## src/rtl/gbc_pkg.sv

```systemverilog
// ----------------------------------------------------------------------------
// gbc_pkg: shared constants and types for the gyro bias calibration block
// Calibration counts, divider reciprocal and the control structs that pass
// between the sequencing logic, the axis lanes and the top level.
// ----------------------------------------------------------------------------
package gbc_pkg;

    localparam int WARMUP_COUNT = 800;
    localparam int AVG_COUNT    = 800;

    localparam int RATE_W   = 16;
    localparam int CUTOFF_W = 15;
    localparam int CNT_W    = 11;
    localparam int SUM_W    = 26;
    localparam int MAG_W    = 26;
    localparam int QUO_W    = 17;

    // Division by AVG_COUNT is a multiply by a rounded-up reciprocal.
    // The sum magnitude stays below 2^(15+L), which keeps the result exact.
    localparam int DIV_L    = $clog2(AVG_COUNT);
    localparam int DIV_K    = 15 + 2 * DIV_L;
    localparam int RECIP_W  = 17 + DIV_L;
    localparam int PROD_W   = MAG_W + RECIP_W;

    localparam logic [63:0] RECIP_FULL =
        ((64'd1 << DIV_K) + 64'(AVG_COUNT) - 64'd1) / 64'(AVG_COUNT);
    localparam logic [RECIP_W-1:0] RECIP = RECIP_FULL[RECIP_W-1:0];

    localparam logic [CNT_W-1:0] WARMUP_CNT = CNT_W'(WARMUP_COUNT);
    localparam logic [CNT_W:0]   END_CNT    = (CNT_W + 1)'(WARMUP_COUNT + AVG_COUNT);

    localparam logic REQ_SAMPLE  = 1'b0;
    localparam logic REQ_RESTART = 1'b1;

    // Per-item accumulation command, shared by all three lanes.
    typedef struct packed {
        logic accum;
        logic first;
        logic complete;
    } gbc_step_t;

    // Stage load enables of the lane pipeline.
    typedef struct packed {
        logic en1;
        logic en2;
        logic en3;
    } gbc_pipe_t;

endpackage

```

## src/rtl/gbc_ctrl.sv

```systemverilog
// ----------------------------------------------------------------------------
// gbc_ctrl: calibration sequencer
// Counts warm-up and averaging samples and tells the lanes when to load,
// accumulate and finish the offset average.
// ----------------------------------------------------------------------------
module gbc_ctrl (
    input  logic              clk,
    input  logic              rst_n,
    input  logic              take,
    input  logic              req_type,
    output gbc_pkg::gbc_step_t step,
    output logic              cal
);
    import gbc_pkg::*;

    logic [CNT_W-1:0] count_reg;
    logic [CNT_W-1:0] count_next;
    logic             done_reg;
    logic             done_next;
    logic [CNT_W:0]   count_inc;
    logic             is_sample;

    assign is_sample = take && (req_type == REQ_SAMPLE);
    assign count_inc = {1'b0, count_reg} + 1'b1;

    always_comb
    begin
        step.accum    = is_sample && !done_reg && (count_reg >= WARMUP_CNT);
        step.first    = (count_reg == WARMUP_CNT);
        step.complete = step.accum && (count_inc >= END_CNT);
        count_next    = count_reg;
        done_next     = done_reg;
        if (take && (req_type == REQ_RESTART))
        begin
            count_next = '0;
            done_next  = 1'b0;
        end
        else if (is_sample && !done_reg)
        begin
            if (step.complete)
            begin
                count_next = '0;
                done_next  = 1'b1;
            end
            else
            begin
                count_next = count_inc[CNT_W-1:0];
            end
        end
        cal = (req_type == REQ_RESTART) ? 1'b0 : done_next;
    end

    always_ff @(posedge clk or negedge rst_n)
    begin
        if (!rst_n)
        begin
            count_reg <= '0;
            done_reg  <= 1'b0;
        end
        else
        begin
            count_reg <= count_next;
            done_reg  <= done_next;
        end
    end

    // The counter is cleared whenever the offsets become valid.
    a_done_count: assert property (@(posedge clk) disable iff (!rst_n)
        done_reg |-> (count_reg == '0))
        else $error("count not cleared while calibrated");

    // The counter never passes the end of the averaging window.
    a_count_range: assert property (@(posedge clk) disable iff (!rst_n)
        ({1'b0, count_reg} < END_CNT))
        else $error("sample count out of range");

    // Finishing an average always sets the done flag on the next edge.
    a_complete_done: assert property (@(posedge clk) disable iff (!rst_n)
        step.complete |=> done_reg)
        else $error("average finished without done flag");

endmodule

```

## config.mk

```make
export PLATFORM = sky130hd
export DESIGN_NAME = gbc_ctrl
export DESIGN_NICKNAME = d
export VERILOG_FILES = /design/src/rtl/gbc_pkg.sv /design/src/rtl/gbc_ctrl.sv
export SDC_FILE = /design/constraint.sdc
export NUM_CORES = 1
export LEC_CHECK = 0
export ABC_AREA = 1
export BUFFER_PORTS_ARGS = -buffer_cell sky130_fd_sc_hd__buf_4
export CORE_ASPECT_RATIO = 0.7
export CORE_MARGIN = 1
export CORE_UTILIZATION = 45
export DETAILED_ROUTE_END_ITERATION = 10
export PLACE_DENSITY = 0.72
export SLEW_MARGIN = 20
export SYNTH_ARGS = -nofsm -noshare
export SYNTH_HDL_FRONTEND = slang
export SYNTH_SLANG_ARGS = --single-unit
```

## constraint.sdc

```tcl
create_clock -name clk -period 2.61 [get_ports clk]
set_input_delay 0.522 -clock clk [delete_from_list [all_inputs] [get_ports clk]]
set_output_delay 0.522 -clock clk [all_outputs]
set_load 0.05 [all_outputs]
```

# Word level (Yosys, flattened, before mapping)

Index checks and enable logic that the tools add are counted.
W data, S select, Z words.

Bitwise operators: 1
Reduce and logical (&&, ||, !) cells: 7
Magnitude comparators: 2
Mux-type cells: 7
Add/sub/neg operators: 1
Equality and inequality tests: 1

Operator list:

| operator                | number |
|---|---|
| $mux W11                | 3 |
| $add A11 B1 Y12 const B | 1 |
| $ge A12 B11 Y1 const B  | 1 |
| $eq A11 B10 Y1 const B  | 1 |
| $ge A11 B10 Y1 const B  | 1 |
| $logic_and A1 B1 Y1     | 5 |
| $mux W1                 | 4 |
| $reduce_bool A2 Y1      | 1 |
| $logic_not A1 Y1        | 1 |
| $not A1 Y1              | 1 |

Word-level logic and storage cells: 21
Register bits: 12

# Depth between registers and ports, before layout

Depth in word-level cells: 9
Depth in mapped cells: 13
Mapped depth without buffers: 12

# Worst setup path before layout

Ideal clock, no wire load.

Path type: input-to-output
Start point: in take
End point: out cal
Data required time: 2088 ps
Path buffers: 1
Stages on the path: 6
Setup slack: 222 ps
Arrival: 1866 ps
Cells stage by stage: nand2_1 nor2_1 o21a_1 nand2_4 buf_12 a21oi_4

RTL lines:

| item            | RTL line       | RTL |
|---|---|---|
| start, declared | gbc_ctrl.sv:9  | `input logic take,` |
| end, declared   | gbc_ctrl.sv:12 | `output logic cal` |

# Worst setup path after layout

Start point: reg count_reg[0]
End point: out cal

Word-level cells in the longest chain between the ends: 7
Elaborated cells on any way between the ends: 9
Classes of those cells: add/sub (1); order compare (2); mux (4); reduce/logical (2)

Ends and longest elaborated chain:

| item                                                         | RTL line                       | RTL |
|---|---|---|
| start, declared                                              | gbc_ctrl.sv:16                 | `logic [CNT_W-1:0] count_reg;` |
| start signal, assigned                                       | gbc_ctrl.sv:62                 | `count_reg <= count_next;` |
| $add A11 B1 Y12 / $ge A11 B10 Y1 (equally long branches)     | gbc_ctrl.sv:24, gbc_ctrl.sv:28 |  |
| $ge A12 B11 Y1 / $logic_and A1 B1 Y1 (equally long branches) | gbc_ctrl.sv:30, gbc_ctrl.sv:28 |  |
| $logic_and A1 B1 Y1 (*)                                      | gbc_ctrl.sv:30                 | `step.complete = step.accum && (count_inc >= END_CNT);` |
| $mux W1 (*)                                                  | gbc_ctrl.sv:40                 | `if (step.complete)` |
| $mux W1 (*)                                                  | gbc_ctrl.sv:38                 | `else if (is_sample && !done_reg)` |
| $mux W1 (*)                                                  | gbc_ctrl.sv:33                 | `if (take && (req_type == REQ_RESTART))` |
| $mux W1 (*)                                                  | gbc_ctrl.sv:50                 | `cal = (req_type == REQ_RESTART) ? 1'b0 : done_next;` |

Every way passes the cells marked *; elsewhere a longest branch is shown, timed or not.

==> out/metrics.yaml <==
r2r-start: "count_reg[0]"
avgSynthCellArea_um2: 6.91
post-route-period-util: 0.959
path_class: "reg -> out"
die_width_um: 56.4
grt_usage: 0.219
num_vias: 900
cp_max_fo: 8
drtPass1Iterations: 4
regArea_um2: 307
cts_buffers: 3
max_freq_ghz: 0.400
clock-sinks: 12
r2r_slack_ns: 0.85
vias_per_cell: 5.29
worstPathRequired_ns: 2.09
num_antenna_cells: 0
power_mw: 0.403
synth_nets: 141
start_util: 0.490
antenna_found_initial: 0
cap_violations: 0
grt_start_max_net_pins: 15
area_growth_syn_to_layout_pct: 20.6
syn_area_um2: 933
status: "completed"
insertion_delay_ns: 0.27
drive_above_1_share: 0.311
cts_root_buf: "clkbuf_4"
tightest_slew_ns: 0.722
core_area_mm2: 0.00190
ctsHtreeMaxLevel: 1
grt-ovfl-total: 0
slew_violations: 0
dr.first_iter.drc_count: 41
finalSetupViolCount: 0
rows: 13
clk_path_buf_depth: 2
die_y_um: 40.1
place_congestion: 0.933
reg2reg_depth: 13
finalHoldViolations: 0
arrival_ns: 1.98
yosysWarningCount: 0
start_kind: "register"
ys_types: 23
post_drt_wl_per_cell_um: 12.8
p_leak_nw: 0.511
slew_headroom: 0.517
ys_ff_latch: 12
clk_pin_slew_ns: 0.07
end_kind: "output port"
fillers: 179
io_buffers: 7
top_level_ports: 8
hp-class: "in -> async"
pwr_density_cell_mw_per_mm2: 358
synth_cells: 135
ys_seq_area_frac: 0.322
final_cell_mix: "46 x nand2_1, 15 x nor2_1, 13 x inv_1, 11 x nand2_2, 10 x buf_4"
largest_reg_flops: 11
drc: 0
multi_input_area_um2: 611
dieArea_mm2: 0.00226
grt_pass1_vias: 717
period_needed_ns: 2.50
final_common_cell: "nand2_1"
finClkSkew_ns: 0.00506
vdd_drop_max_v: 0.000276
nets: 156
ctsHoldBuffers: 0
grt_first_pass_wirelength_um: 3590
cts_tree: "done"
dp.final_hpwl_um: 1580
detail-route-antenna-nets: 0
tns_ns: 0
wl_um: 2170
r2r_end: "count_reg[9]"
[power breakdown]
| group | internal, mW | switching [mW] |
|---|---|---|
| Clock | 0.0534 | 0.0597 |
| Combinational | 0.0309 | 0.0436 |
| Sequential | 0.197 | 0.0183 |
| Total | 0.281 | 0.122 |
[stage by stage]
stage                     hold WS, ns  std cells  instance area, um2  setup WS, ns  utilization
final                          0.0759        170                1130         0.108        0.592
after global routing           0.0759        170                1130      -0.00550        0.592
after CTS                      0.0768        165                1020        0.0166        0.536
after detailed placement        0.377        162                 990         0.253        0.520
after global placement          0.374        162                 990         0.317        0.520
after floorplan                 0.226        135                 933         0.222            -
[metal layers]
metal / GRT usage / part of all wire / vias up
li1: - / - / 450
met1: 0.305 / 0.50 / 414
met2: 0.347 / 0.42 / 34
met3: 0.0516 / 0.073 / 2
met4: 0.0610 / 0.0060 / 0
met5: 0 / 0 / -
[worst max-delay path, stage by stage (launching register included)]
cell and delay, ns:
dfrtp_2 0.46, ha_4 0.20, nand3_4 0.07, nor2_4 0.04, buf_4 0.13, nand2_1 0.05
nand2_1 0.07, nand3_1 0.09, nand2_1 0.06, nand2_2 0.11, nand2_8 0.09, a21oi_4 0.16
buf_6 0.17
[how the worst max path moves through the flow]
stage / startpoint / end / cells past startpoint
final: count_reg[0] / cal / 12
after detailed placement: count_reg[0] / cal / 12
after global routing: count_reg[0] / cal / 12
after CTS: count_reg[1] / cal / 12
after global placement: count_reg[0] / cal / 12
after floorplan: take / cal / 6
[what timing repair did]
action,CTS,global route
resized for setup,3,13
setup endpoints to repair,2,2
setup buffers,0,5
pin swaps,0,6
[kinds of logic (layout without fill, tap and decap cells)]
family                   Yosys count  in the layout  synth area share
AO/OA/AOI/OAI                     10             10            0.0858
adder cells (fa/ha/maj)            2              2            0.0268
buffers and inverters             16             29            0.0818
flip-flops                        12             12             0.322
AND/OR/NAND/NOR                   95             95             0.484
[cell type report]
type                       count  area share
clock buffer                   3      0.0200
timing repair buffer          12      0.0944
sequential                    12       0.272
tap                           22      0.0244
multi-input combinational    107       0.542
inverter                      14      0.0467
[cell usage after synthesis]
cell type | count | area [um2]
dfrtp_1 | 12 | 300
nand4_1 | 2 | 12.5
inv_1 | 13 | 48.8
nor2_2 | 4 | 25.0
nor2_1 | 16 | 60.1
nor3b_1 | 1 | 7.51
ha_1 | 2 | 25.0
nor4_1 | 1 | 6.26
nand2_1 | 47 | 176
nor2_4 | 2 | 22.5
nand2_2 | 11 | 68.8
clkinv_1 | 1 | 3.75
o21a_1 | 2 | 15.0
nand3_2 | 1 | 10.0
nor3_1 | 2 | 10.0
buf_12 | 1 | 20.0
a21oi_1 | 4 | 20.0
o21bai_1 | 1 | 7.51
nand3_1 | 6 | 30.0
nand2_4 | 2 | 22.5
clkbuf_1 | 1 | 3.75
o21ai_0 | 1 | 5.00
a21oi_4 | 2 | 32.5
Power figures use the tool's default switching activity.
