===== src/rtl/gbc_pkg.sv =====
// ----------------------------------------------------------------------------
// gbc_pkg: shared constants and types for the gyro bias calibration block
// Calibration counts, divider reciprocal and the control structs that pass
// between the sequencing logic, the axis lanes and the top level.
// ----------------------------------------------------------------------------
package gbc_pkg;

    localparam int WARMUP_COUNT = 800;
    localparam int AVG_COUNT    = 800;

    localparam int RATE_W   = 16;
    localparam int CUTOFF_W = 15;
    localparam int CNT_W    = 11;
    localparam int SUM_W    = 26;
    localparam int MAG_W    = 26;
    localparam int QUO_W    = 17;

    // Division by AVG_COUNT is a multiply by a rounded-up reciprocal.
    // The sum magnitude stays below 2^(15+L), which keeps the result exact.
    localparam int DIV_L    = $clog2(AVG_COUNT);
    localparam int DIV_K    = 15 + 2 * DIV_L;
    localparam int RECIP_W  = 17 + DIV_L;
    localparam int PROD_W   = MAG_W + RECIP_W;

    localparam logic [63:0] RECIP_FULL =
        ((64'd1 << DIV_K) + 64'(AVG_COUNT) - 64'd1) / 64'(AVG_COUNT);
    localparam logic [RECIP_W-1:0] RECIP = RECIP_FULL[RECIP_W-1:0];

    localparam logic [CNT_W-1:0] WARMUP_CNT = CNT_W'(WARMUP_COUNT);
    localparam logic [CNT_W:0]   END_CNT    = (CNT_W + 1)'(WARMUP_COUNT + AVG_COUNT);

    localparam logic REQ_SAMPLE  = 1'b0;
    localparam logic REQ_RESTART = 1'b1;

    // Per-item accumulation command, shared by all three lanes.
    typedef struct packed {
        logic accum;
        logic first;
        logic complete;
    } gbc_step_t;

    // Stage load enables of the lane pipeline.
    typedef struct packed {
        logic en1;
        logic en2;
        logic en3;
    } gbc_pipe_t;

endpackage


===== src/rtl/gbc_lane.sv =====
// ----------------------------------------------------------------------------
// gbc_lane: one axis of the calibration datapath
// Running sum, pipelined offset divide and offset correction with
// saturation and deadband.
// ----------------------------------------------------------------------------
module gbc_lane (
    input  logic                              clk,
    input  logic                              rst_n,
    input  logic signed [gbc_pkg::RATE_W-1:0] rate,
    input  gbc_pkg::gbc_step_t                step,
    input  gbc_pkg::gbc_pipe_t                pipe,
    input  logic [gbc_pkg::CUTOFF_W-1:0]      cutoff,
    output logic signed [gbc_pkg::RATE_W-1:0] corr
);
    import gbc_pkg::*;

    logic signed [SUM_W-1:0]  sum_reg;
    logic signed [SUM_W-1:0]  sum_next;
    logic signed [RATE_W-1:0] off_reg;

    logic signed [RATE_W-1:0] s1_raw;
    logic signed [SUM_W-1:0]  s1_sum;
    logic                     s1_done;

    logic [MAG_W-1:0]         s1_mag;
    logic [PROD_W-1:0]        s2_prod;
    logic                     s2_neg;
    logic signed [RATE_W-1:0] s2_raw;
    logic                     s2_done;

    logic [QUO_W-1:0]         quo;
    logic signed [QUO_W-1:0]  off_new;
    logic signed [RATE_W-1:0] off_use;
    logic signed [RATE_W:0]   s3_diff;

    logic signed [RATE_W-1:0] sat;
    logic [RATE_W:0]          mag;

    assign sum_next = step.first ? SUM_W'(rate) : (sum_reg + SUM_W'(rate));

    always_ff @(posedge clk or negedge rst_n)
    begin
        if (!rst_n)
        begin
            sum_reg <= '0;
            off_reg <= '0;
            s1_done <= 1'b0;
            s2_done <= 1'b0;
        end
        else
        begin
            if (step.accum)
            begin
                sum_reg <= sum_next;
            end
            if (pipe.en1)
            begin
                s1_done <= step.complete;
            end
            if (pipe.en2)
            begin
                s2_done <= s1_done;
            end
            if (pipe.en3 && s2_done)
            begin
                off_reg <= off_new[RATE_W-1:0];
            end
        end
    end

    assign s1_mag = s1_sum[SUM_W-1] ? MAG_W'(-s1_sum) : MAG_W'(s1_sum);

    always_ff @(posedge clk)
    begin
        if (pipe.en1)
        begin
            s1_raw <= rate;
            s1_sum <= sum_next;
        end
        if (pipe.en2)
        begin
            s2_prod <= PROD_W'(s1_mag) * PROD_W'(RECIP);
            s2_neg  <= s1_sum[SUM_W-1];
            s2_raw  <= s1_raw;
        end
        if (pipe.en3)
        begin
            s3_diff <= (RATE_W + 1)'(s2_raw) - (RATE_W + 1)'(off_use);
        end
    end

    // The quotient of a finished average is the offset for its own item.
    always_comb
    begin
        quo     = s2_prod[DIV_K +: QUO_W];
        off_new = s2_neg ? -$signed(quo) : $signed(quo);
        off_use = s2_done ? off_new[RATE_W-1:0] : off_reg;
    end

    always_comb
    begin
        if (s3_diff[RATE_W] != s3_diff[RATE_W-1])
        begin
            sat = s3_diff[RATE_W] ? {1'b1, {(RATE_W-1){1'b0}}} : {1'b0, {(RATE_W-1){1'b1}}};
        end
        else
        begin
            sat = s3_diff[RATE_W-1:0];
        end
        mag  = sat[RATE_W-1] ? -(RATE_W + 1)'(sat) : (RATE_W + 1)'(sat);
        corr = (mag <= (RATE_W + 1)'(cutoff)) ? '0 : sat;
    end

endmodule


===== config.mk =====
export PLATFORM = sky130hd
export DESIGN_NAME = gbc_lane
export DESIGN_NICKNAME = d
export VERILOG_FILES = /design/src/rtl/gbc_pkg.sv /design/src/rtl/gbc_lane.sv
export SDC_FILE = /design/constraint.sdc
export NUM_CORES = 1
export LEC_CHECK = 0
export ABC_CLOCK_PERIOD_IN_PS = 10750
export BUFFER_PORTS_ARGS = -buffer_cell sky130_fd_sc_hd__buf_4
export CAP_MARGIN = 20
export CORE_AREA = 2 2 215 238
export DETAILED_ROUTE_END_ITERATION = 16
export DIE_AREA = 0 0 217 240
export HOLD_SLACK_MARGIN = 0.15
export PLACE_DENSITY = 0.56
export SLEW_MARGIN = 25
export SYNTH_ARGS = -nofsm -noshare
export SYNTH_HDL_FRONTEND = slang
export SYNTH_SLANG_ARGS = --single-unit
export TNS_END_PERCENT = 1

===== constraint.sdc =====
create_clock -name clk -period 10.75 [get_ports clk]
set_clock_uncertainty 0.15 [all_clocks]
set_input_delay 0.5375 -clock clk [delete_from_list [all_inputs] [get_ports clk]]
set_output_delay 0.5375 -clock clk [all_outputs]
set_load 0.01 [all_outputs]

Yosys cells after proc, flatten, opt, wreduce, memory -nomap -nowiden. Index checks and enable logic that the tools add are counted.

Multiply operators: 1. Multiplexer cells: 8. Add/sub/neg operators: 5. Equality and inequality tests: 1. Order comparisons: 1. Reductions and logical operators: 1.

Operators with widths (count): 16-bit two-way mux (5); 26-bit two-way mux (2); 26-bit by 26-bit multiplier with 51-bit output (second input constant) (1); 26-bit by 16-bit adder with 26-bit output (1); 26-bit negation (1); 17-bit by 15-bit less-or-equal comparator with 1-bit output (1); 17-bit two-way mux (1); 16-bit negation with 17-bit output (1); 16-bit by 16-bit subtractor with 17-bit output (1); 16-bit negation (1); 1-bit logical AND (1); 1-bit != test (1).

Register bits after elaboration: 171. Input port bits: 39.

Logic depth before layout (Yosys ltp). Gate-level depths: netlist of run 1.

Depth after elaboration: 6. Depth in mapped cells: 32. Depth with buffers taken out: 32.

Least setup slack after synthesis of run 1. Ideal clock, no wire load.

Path type: register to register. Start point: register s1_sum[0]. End point: register s2_prod[49], data pin. Clock period less this slack: 7.772 ns. Cell stages (with the launch flop): 29. Data arrival time: 7.427 ns. Data required time: 10.405 ns. Library setup time: 0.195 ns. Setup slack: 2.978 ns. Cell sequence: edfxtp_1 -> inv_1 -> ha_1 -> nand2b_1 -> nand2b_1 -> nand2b_1 -> o41ai_2 -> xor2_1 -> inv_1 -> ha_1 -> fa_1 -> inv_1 -> fa_1 -> inv_1 -> fa_1 -> fa_1 -> fa_1 -> inv_1 -> fa_1 -> inv_1 -> ha_1 -> nand4_1 -> nor3_1 -> and4_1 -> o21ai_0 -> a21oi_1 -> a211o_1 -> nand2_1 -> o311ai_0.

Word-level cells in the longest chain between the ends: 3.

Ends and longest elaborated chain: start, declared (line gbc_lane.sv:22) `logic signed [SUM_W-1:0] s1_sum;`; start signal, assigned (line gbc_lane.sv:78) `s1_sum <= sum_next;`; 26-bit negation (line gbc_lane.sv:71) `assign s1_mag = s1_sum[SUM_W-1] ? MAG_W'(-s1_sum) : MAG_W'(s1_sum);`; 26-bit two-way mux * (line gbc_lane.sv:71); 26-bit by 26-bit multiplier with 51-bit output * (line gbc_lane.sv:82) `s2_prod <= PROD_W'(s1_mag) * PROD_W'(RECIP);`; end signal, assigned (line gbc_lane.sv:82); end, declared (line gbc_lane.sv:26) `logic [PROD_W-1:0] s2_prod;`.

Mark *: on every way between the ends. The rest lies on a longest branch, timed or not. A chain may end at the register's enable or synchronous reset.

Worst setup path in the final report of run 1. Ends and elaborated chain as after synthesis.

==> results.md, run 1 <==
* Post-synth EDFFs at 92
* I/O pins at 55
* Avg Inst Size Synth at 9.64 µm²
* Type of the worst min-delay path: in2reg
* Routed Antenna Nets at 0
* Final hold vios at 0
* Pins over their slew limit at 0
* Setup TNS at 0 ns
* R2r endpoint: s2_prod[49]
* Die H at 240 µm
* Clk root buf: clkbuf_16
* Hold path depth at 1
* Ys async rst share at 32.4%
* Skew-Pair Late Insertion Delay at 0.41 ns
* Worst Setup EP: s2_prod[49]
* RePlAce Congestion at 0.939
* MaxCap Viol Count at 0
* Die width at 217 µm
* Normalized max-slew margin at 30.8%
* Port Buffer Count at 54
* Final design utilization at 43.2%
* Kind of critical path: reg2reg
* Drt first pass iters at 5
* Sinks on Clock Net at 136
* Synth Register Bits at 136
* Crit. End Element: flip-flop
* Share of cells above drive strength 1 at 7.38%
* Row count at 86
* Buffers & Inverters on Critical Path at 6
* Fin area at 21500 µm²
* Fmax at 106 MHz
* Area grow syn2layout at 9.44%
* Starting Density at 39.5%
* Required @ worst endpoint at 10.80 ns
* # setup viols final at 0
* R2r worst-path depth at 27
* Sequential area share after synthesis at 19.7%
* Tmin final at 9.46 ns
* CP max stage delay at 0.66 ns
* CTS tree: yes
* CTS clk-pin slew, worst paths at 0.07 ns
* CP top delay family: adder cells
* Mapped Cells at 2035
* Die Area at 52100 µm²
* Largest net degree at the start of global routing at 48
* TritonCTS Buffers at 17
* First-pass GRT wire length at 76700 µm
* All-Layer GR Usage at 19.0%
* Vias at 13700
* Crit path from: s1_sum[0]
* Mapped cell area at 19600 µm²
* Ys flop type: edfxtp_1
* N_diodes at 0
* Worst Max-Slew Pin Slew at 1.03 ns
* Fin crit share at 88.0%
* Status: complete, no violations
* Post-route DRC at 0
* RSZ-0062 raised after global routing: no
* Total congestion overflow at 0
* Slowest-stage cell, CP: o21ai_0
* Post-CTS Resized at 0
* Placed Area at 20800 µm²
* Initial antenna violation count at 0
* Area leader, netlist: fa_1
* Final WL at 48100 µm
* Core footprint at 49700 µm²
* Vias in the first global route at 14300
* Post-synth cell types at 70
* Clk buf depth at 2
* R2R setup slack at 1.29 ns
* Crit start category: flip-flop
* Syn_nets at 2634
* H-tree levels at 4
* Data arrival time of the worst path at 9.51 ns
* Main area contributors after synthesis: fa_1 23%, ha_1 21%, edfxtp_1 14%
* DP HPWL at 41400 µm
* DR vias/cell at 4.95
* CP Depth at 27
* Initial DRC Count at 763
* Synth Warn # at 0
* R2R Path Start: s1_sum[0]
* Post-synth top area share at 22.7%
* Routed WL per cell at 17.4 µm
* NumNets Final at 2687
* Crit-path max FO at 11
[kinds of logic after synthesis]
| kind of cell | count (synthesis) | synth area share (%) |
|---|---|---|
| mux | 31 | 1.75 |
| xor+xnor | 135 | 6.06 |
| simple gates | 327 | 8.08 |
| compound gates | 301 | 9.69 |
| buf+inv | 543 | 10.4 |
| flops | 136 | 19.7 |
| fa+ha+maj | 562 | 44.3 |
[per-layer routing]
layer	share of wire [%]	vias to the layer above	track usage (%)
met5	0	-	0
met4	2.5	0	5.15
met3	3.2	56	2.09
met2	50	228	33.6
met1	45	6688	24.6
li1	-	6707	-
[worst min path at each step]
stage                  to  slack, ns      start
5_1_grt         s1_raw[8]       0.17    rate[8]
6_report        s1_raw[8]       0.18    rate[8]
3_3_place_gp    s2_raw[1]       0.25  s1_raw[1]
3_5_place_dp    s2_raw[1]       0.26  s1_raw[1]
4_1_cts         s1_raw[6]       0.17    rate[6]
2_1_floorplan  off_reg[0]       0.09      rst_n
[cells in the mapped netlist (6+ instances only)]
master and instances:
a21oi_1 86, nor2b_1 15, nand4_1 13, inv_1 512, xor2_1 47, o21ai_0 83
xnor2_1 87, o211ai_1 6, nand2b_1 13, o21a_1 10, nand3_1 19, or2_2 15
or3_1 11, and2_1 6, fa_1 223, mux2_2 26, nor2_1 103, edfxtp_1 92
a21o_1 19, nor3_1 12, clkbuf_1 24, a211oi_1 10, o41ai_1 7, a31oi_1 12
o31ai_1 16, nand2_1 97, dfrtp_1 44, ha_1 337, o21bai_1 11
[stage by stage]
step	std cells	hold WS, ns	setup slack [ns]
after floorplan	2035	0.0919	2.98
after CTS	2761	0.168	1.40
after detailed placement	2728	0.256	1.46
final	2761	0.181	1.29
after global routing	2761	0.166	0.933
after global placement	2728	0.251	1.71
[cells in the final DEF (no fill, tap or decap), types with 7 or more instances in the layout]
cell type,instances
dfrtp_1,44
edfxtp_1,92
or3_1,11
nand4_1,13
nand2b_1,13
o21bai_1,11
nand2_1,97
o41ai_1,7
xnor2_1,84
mux2_2,26
xor2_1,47
a211oi_1,10
o21ai_0,83
a31oi_1,12
a21o_1,19
nand3_1,19
a21oi_1,86
clkbuf_16,17
o31ai_1,16
o21a_1,10
or2_2,15
fa_1,223
nor2b_1,15
buf_4,61
nor3_1,12
nor2_1,103
ha_1,337
inv_1,512
[what timing repair did]
item | CTS | global route
hold buffers | 1 | 0
hold endpoints to repair | 44 | 0
buffers inserted | 0 | 0
[area by class of cell]
class	instances	area [µm²]
inverters	515	1930
fillers	4854	28200
clock inverters	14	211
repair buffers	62	468
multi-input cells	1356	13700
flip-flops and latches	136	3860
well taps	660	826
clock buffers	18	429
Power of run 1 is not shown: default switching activity piles up to over one toggle a cycle in this logic, so the estimate is an artifact.
==> run 2: changes to the inputs <==
--- a/config.mk
+++ b/config.mk
@@ -8,11 +8,11 @@
 export ABC_CLOCK_PERIOD_IN_PS = 10750
 export BUFFER_PORTS_ARGS = -buffer_cell sky130_fd_sc_hd__buf_4
 export CAP_MARGIN = 20
-export CORE_AREA = 2 2 215 238
+export CORE_AREA = 2 2 225 227
 export DETAILED_ROUTE_END_ITERATION = 16
-export DIE_AREA = 0 0 217 240
+export DIE_AREA = 0 0 227 229
 export HOLD_SLACK_MARGIN = 0.15
-export PLACE_DENSITY = 0.56
+export PLACE_DENSITY_LB_ADDON = 0.25
 export SLEW_MARGIN = 25
 export SYNTH_ARGS = -nofsm -noshare
 export SYNTH_HDL_FRONTEND = slang
==> results.md, run 2 (synthesis results as in run 1) <==
* Status: complete, no violations
* Tmin final at 9.28 ns
* Total congestion overflow at 0
* Crit-path max FO at 11
* NumNets Final at 2689
* N_diodes at 0
* Setup TNS at 0 ns
* Fin crit share at 86.3%
* Normalized max-slew margin at 39.7%
* Final hold slack at 0.177 ns
* Crit. End Element: flip-flop
* Row count at 82
* Clk root buf: clkbuf_16
* Worst Max-Slew Pin Slew at 0.902 ns
* Final WL at 48300 µm
* Routed WL per cell at 17.4 µm
* Drt first pass iters at 5
* Crit start category: flip-flop
* RePlAce Congestion at 0.947
* Die width at 227 µm
* Required @ worst endpoint at 10.82 ns
* Area occupied by multi-input gates at 13700 µm²
* RSZ-0062 raised after global routing: no
* Final hold vios at 0
* Share of cells above drive strength 1 at 7.47%
* Data arrival time of the worst path at 9.35 ns
* Area grow syn2layout at 9.25%
* MaxCap Viol Count at 0
* Register Area at 3860 µm²
* Vias at 13800
* Fmax at 108 MHz
* DP HPWL at 41600 µm
* Routed Antenna Nets at 0
* Commonest non-fill, non-tap cell in the layout: inv_1
* Type of the worst min-delay path: in2reg
* Final design utilization at 43.2%
* Clk buf depth at 2
* Largest net degree at the start of global routing at 48
* Post-route DRC at 0
* CTS clk-pin slew, worst paths at 0.07 ns
* CTS Hold Bufs at 1
* Vias in the first global route at 14400
* CTS tree: yes
* Post-CTS Resized at 0
* Initial antenna violation count at 0
* Fill count at 4882
* Die Area at 52000 µm²
* H-tree levels at 4
* Sinks on Clock Net at 136
* Pins over their slew limit at 0
* Port Buffer Count at 54
* Kind of critical path: reg2reg
* TritonCTS Buffers at 17
* All-Layer GR Usage at 19.3%
* Post-CTS Setup Bufs at 0
* DR vias/cell at 4.96
* Initial DRC Count at 656
* I/O pins at 55
* First-pass GRT wire length at 77600 µm
* Most frequent cells in the layout: 512 x inv_1, 337 x ha_1, 223 x fa_1
* Die H at 229 µm
* Core footprint at 49700 µm²
* Skew-Pair Late Insertion Delay at 0.42 ns
* Starting Density at 39.5%
* # setup viols final at 0
-- run 2: path summary, 6_finish.rpt --
path                       slack, ns          end       start  cells after the start
max                             1.47  s2_prod[49]   s1_sum[0]                     27
min                             0.18    s1_raw[7]     rate[7]                      1
max reg2reg                     1.47  s2_prod[49]   s1_sum[0]                     27
min reg2reg                     0.26   s2_raw[13]  s1_raw[13]                      0
max in group asynchronous       9.45   sum_reg[9]       rst_n                      2
min in group asynchronous       0.53   off_reg[9]       rst_n                      2
-- run 2: area by class of cell --
type | count | share of cell area [%]
multi-input combinational | 1356 | 64.1
sequential | 136 | 18.0
inverter | 515 | 9.02
tap | 672 | 3.92
timing repair buffer | 64 | 2.25
clock buffer | 17 | 1.98
clock inverter | 15 | 0.724
-- run 2: worst max-delay path, cell delays in order, from the launching register on --
cell	delay, ns
edfxtp_1	0.62
inv_1	0.20
ha_1	0.18
nand2b_1	0.08
o41ai_1	0.31
xor2_1	0.55
clkinv_1	0.39
ha_1	0.44
inv_1	0.09
fa_1	0.53
inv_1	0.06
fa_1	0.45
ha_1	0.33
fa_1	0.52
fa_1	0.56
inv_1	0.06
fa_1	0.53
inv_1	0.04
ha_1	0.30
a21o_1	0.18
a21oi_1	0.13
o21ai_0	0.09
or3_1	0.42
o21ai_0	0.66
a21oi_1	0.32
a211o_1	0.39
a2111o_1	0.38
o311ai_0	0.09
-- run 2: stage by stage --
step | cell area [µm²] | setup slack (ns) | instances
after global routing | 21400 | 0.997 | 2775
after floorplan | 19600 | 2.98 | 2035
final | 21400 | 1.47 | 2775
after global placement | 20800 | 1.80 | 2742
after detailed placement | 20800 | 1.53 | 2742
after CTS | 21400 | 1.51 | 2775
-- run 2: routing by layer --
layer | up-vias | wire (µm) | part of all wire, % | global-route usage (%)
li1 | 6711 | - | - | -
met3 | 44 | 1720 | 3.6 | 2.50
met1 | 6738 | 22400 | 46 | 26.4
met5 | - | 0 | 0 | 0
met2 | 258 | 23100 | 48 | 32.3
met4 | 0 | 1070 | 2.2 | 4.53
Power of run 2 is left out for the same reason.
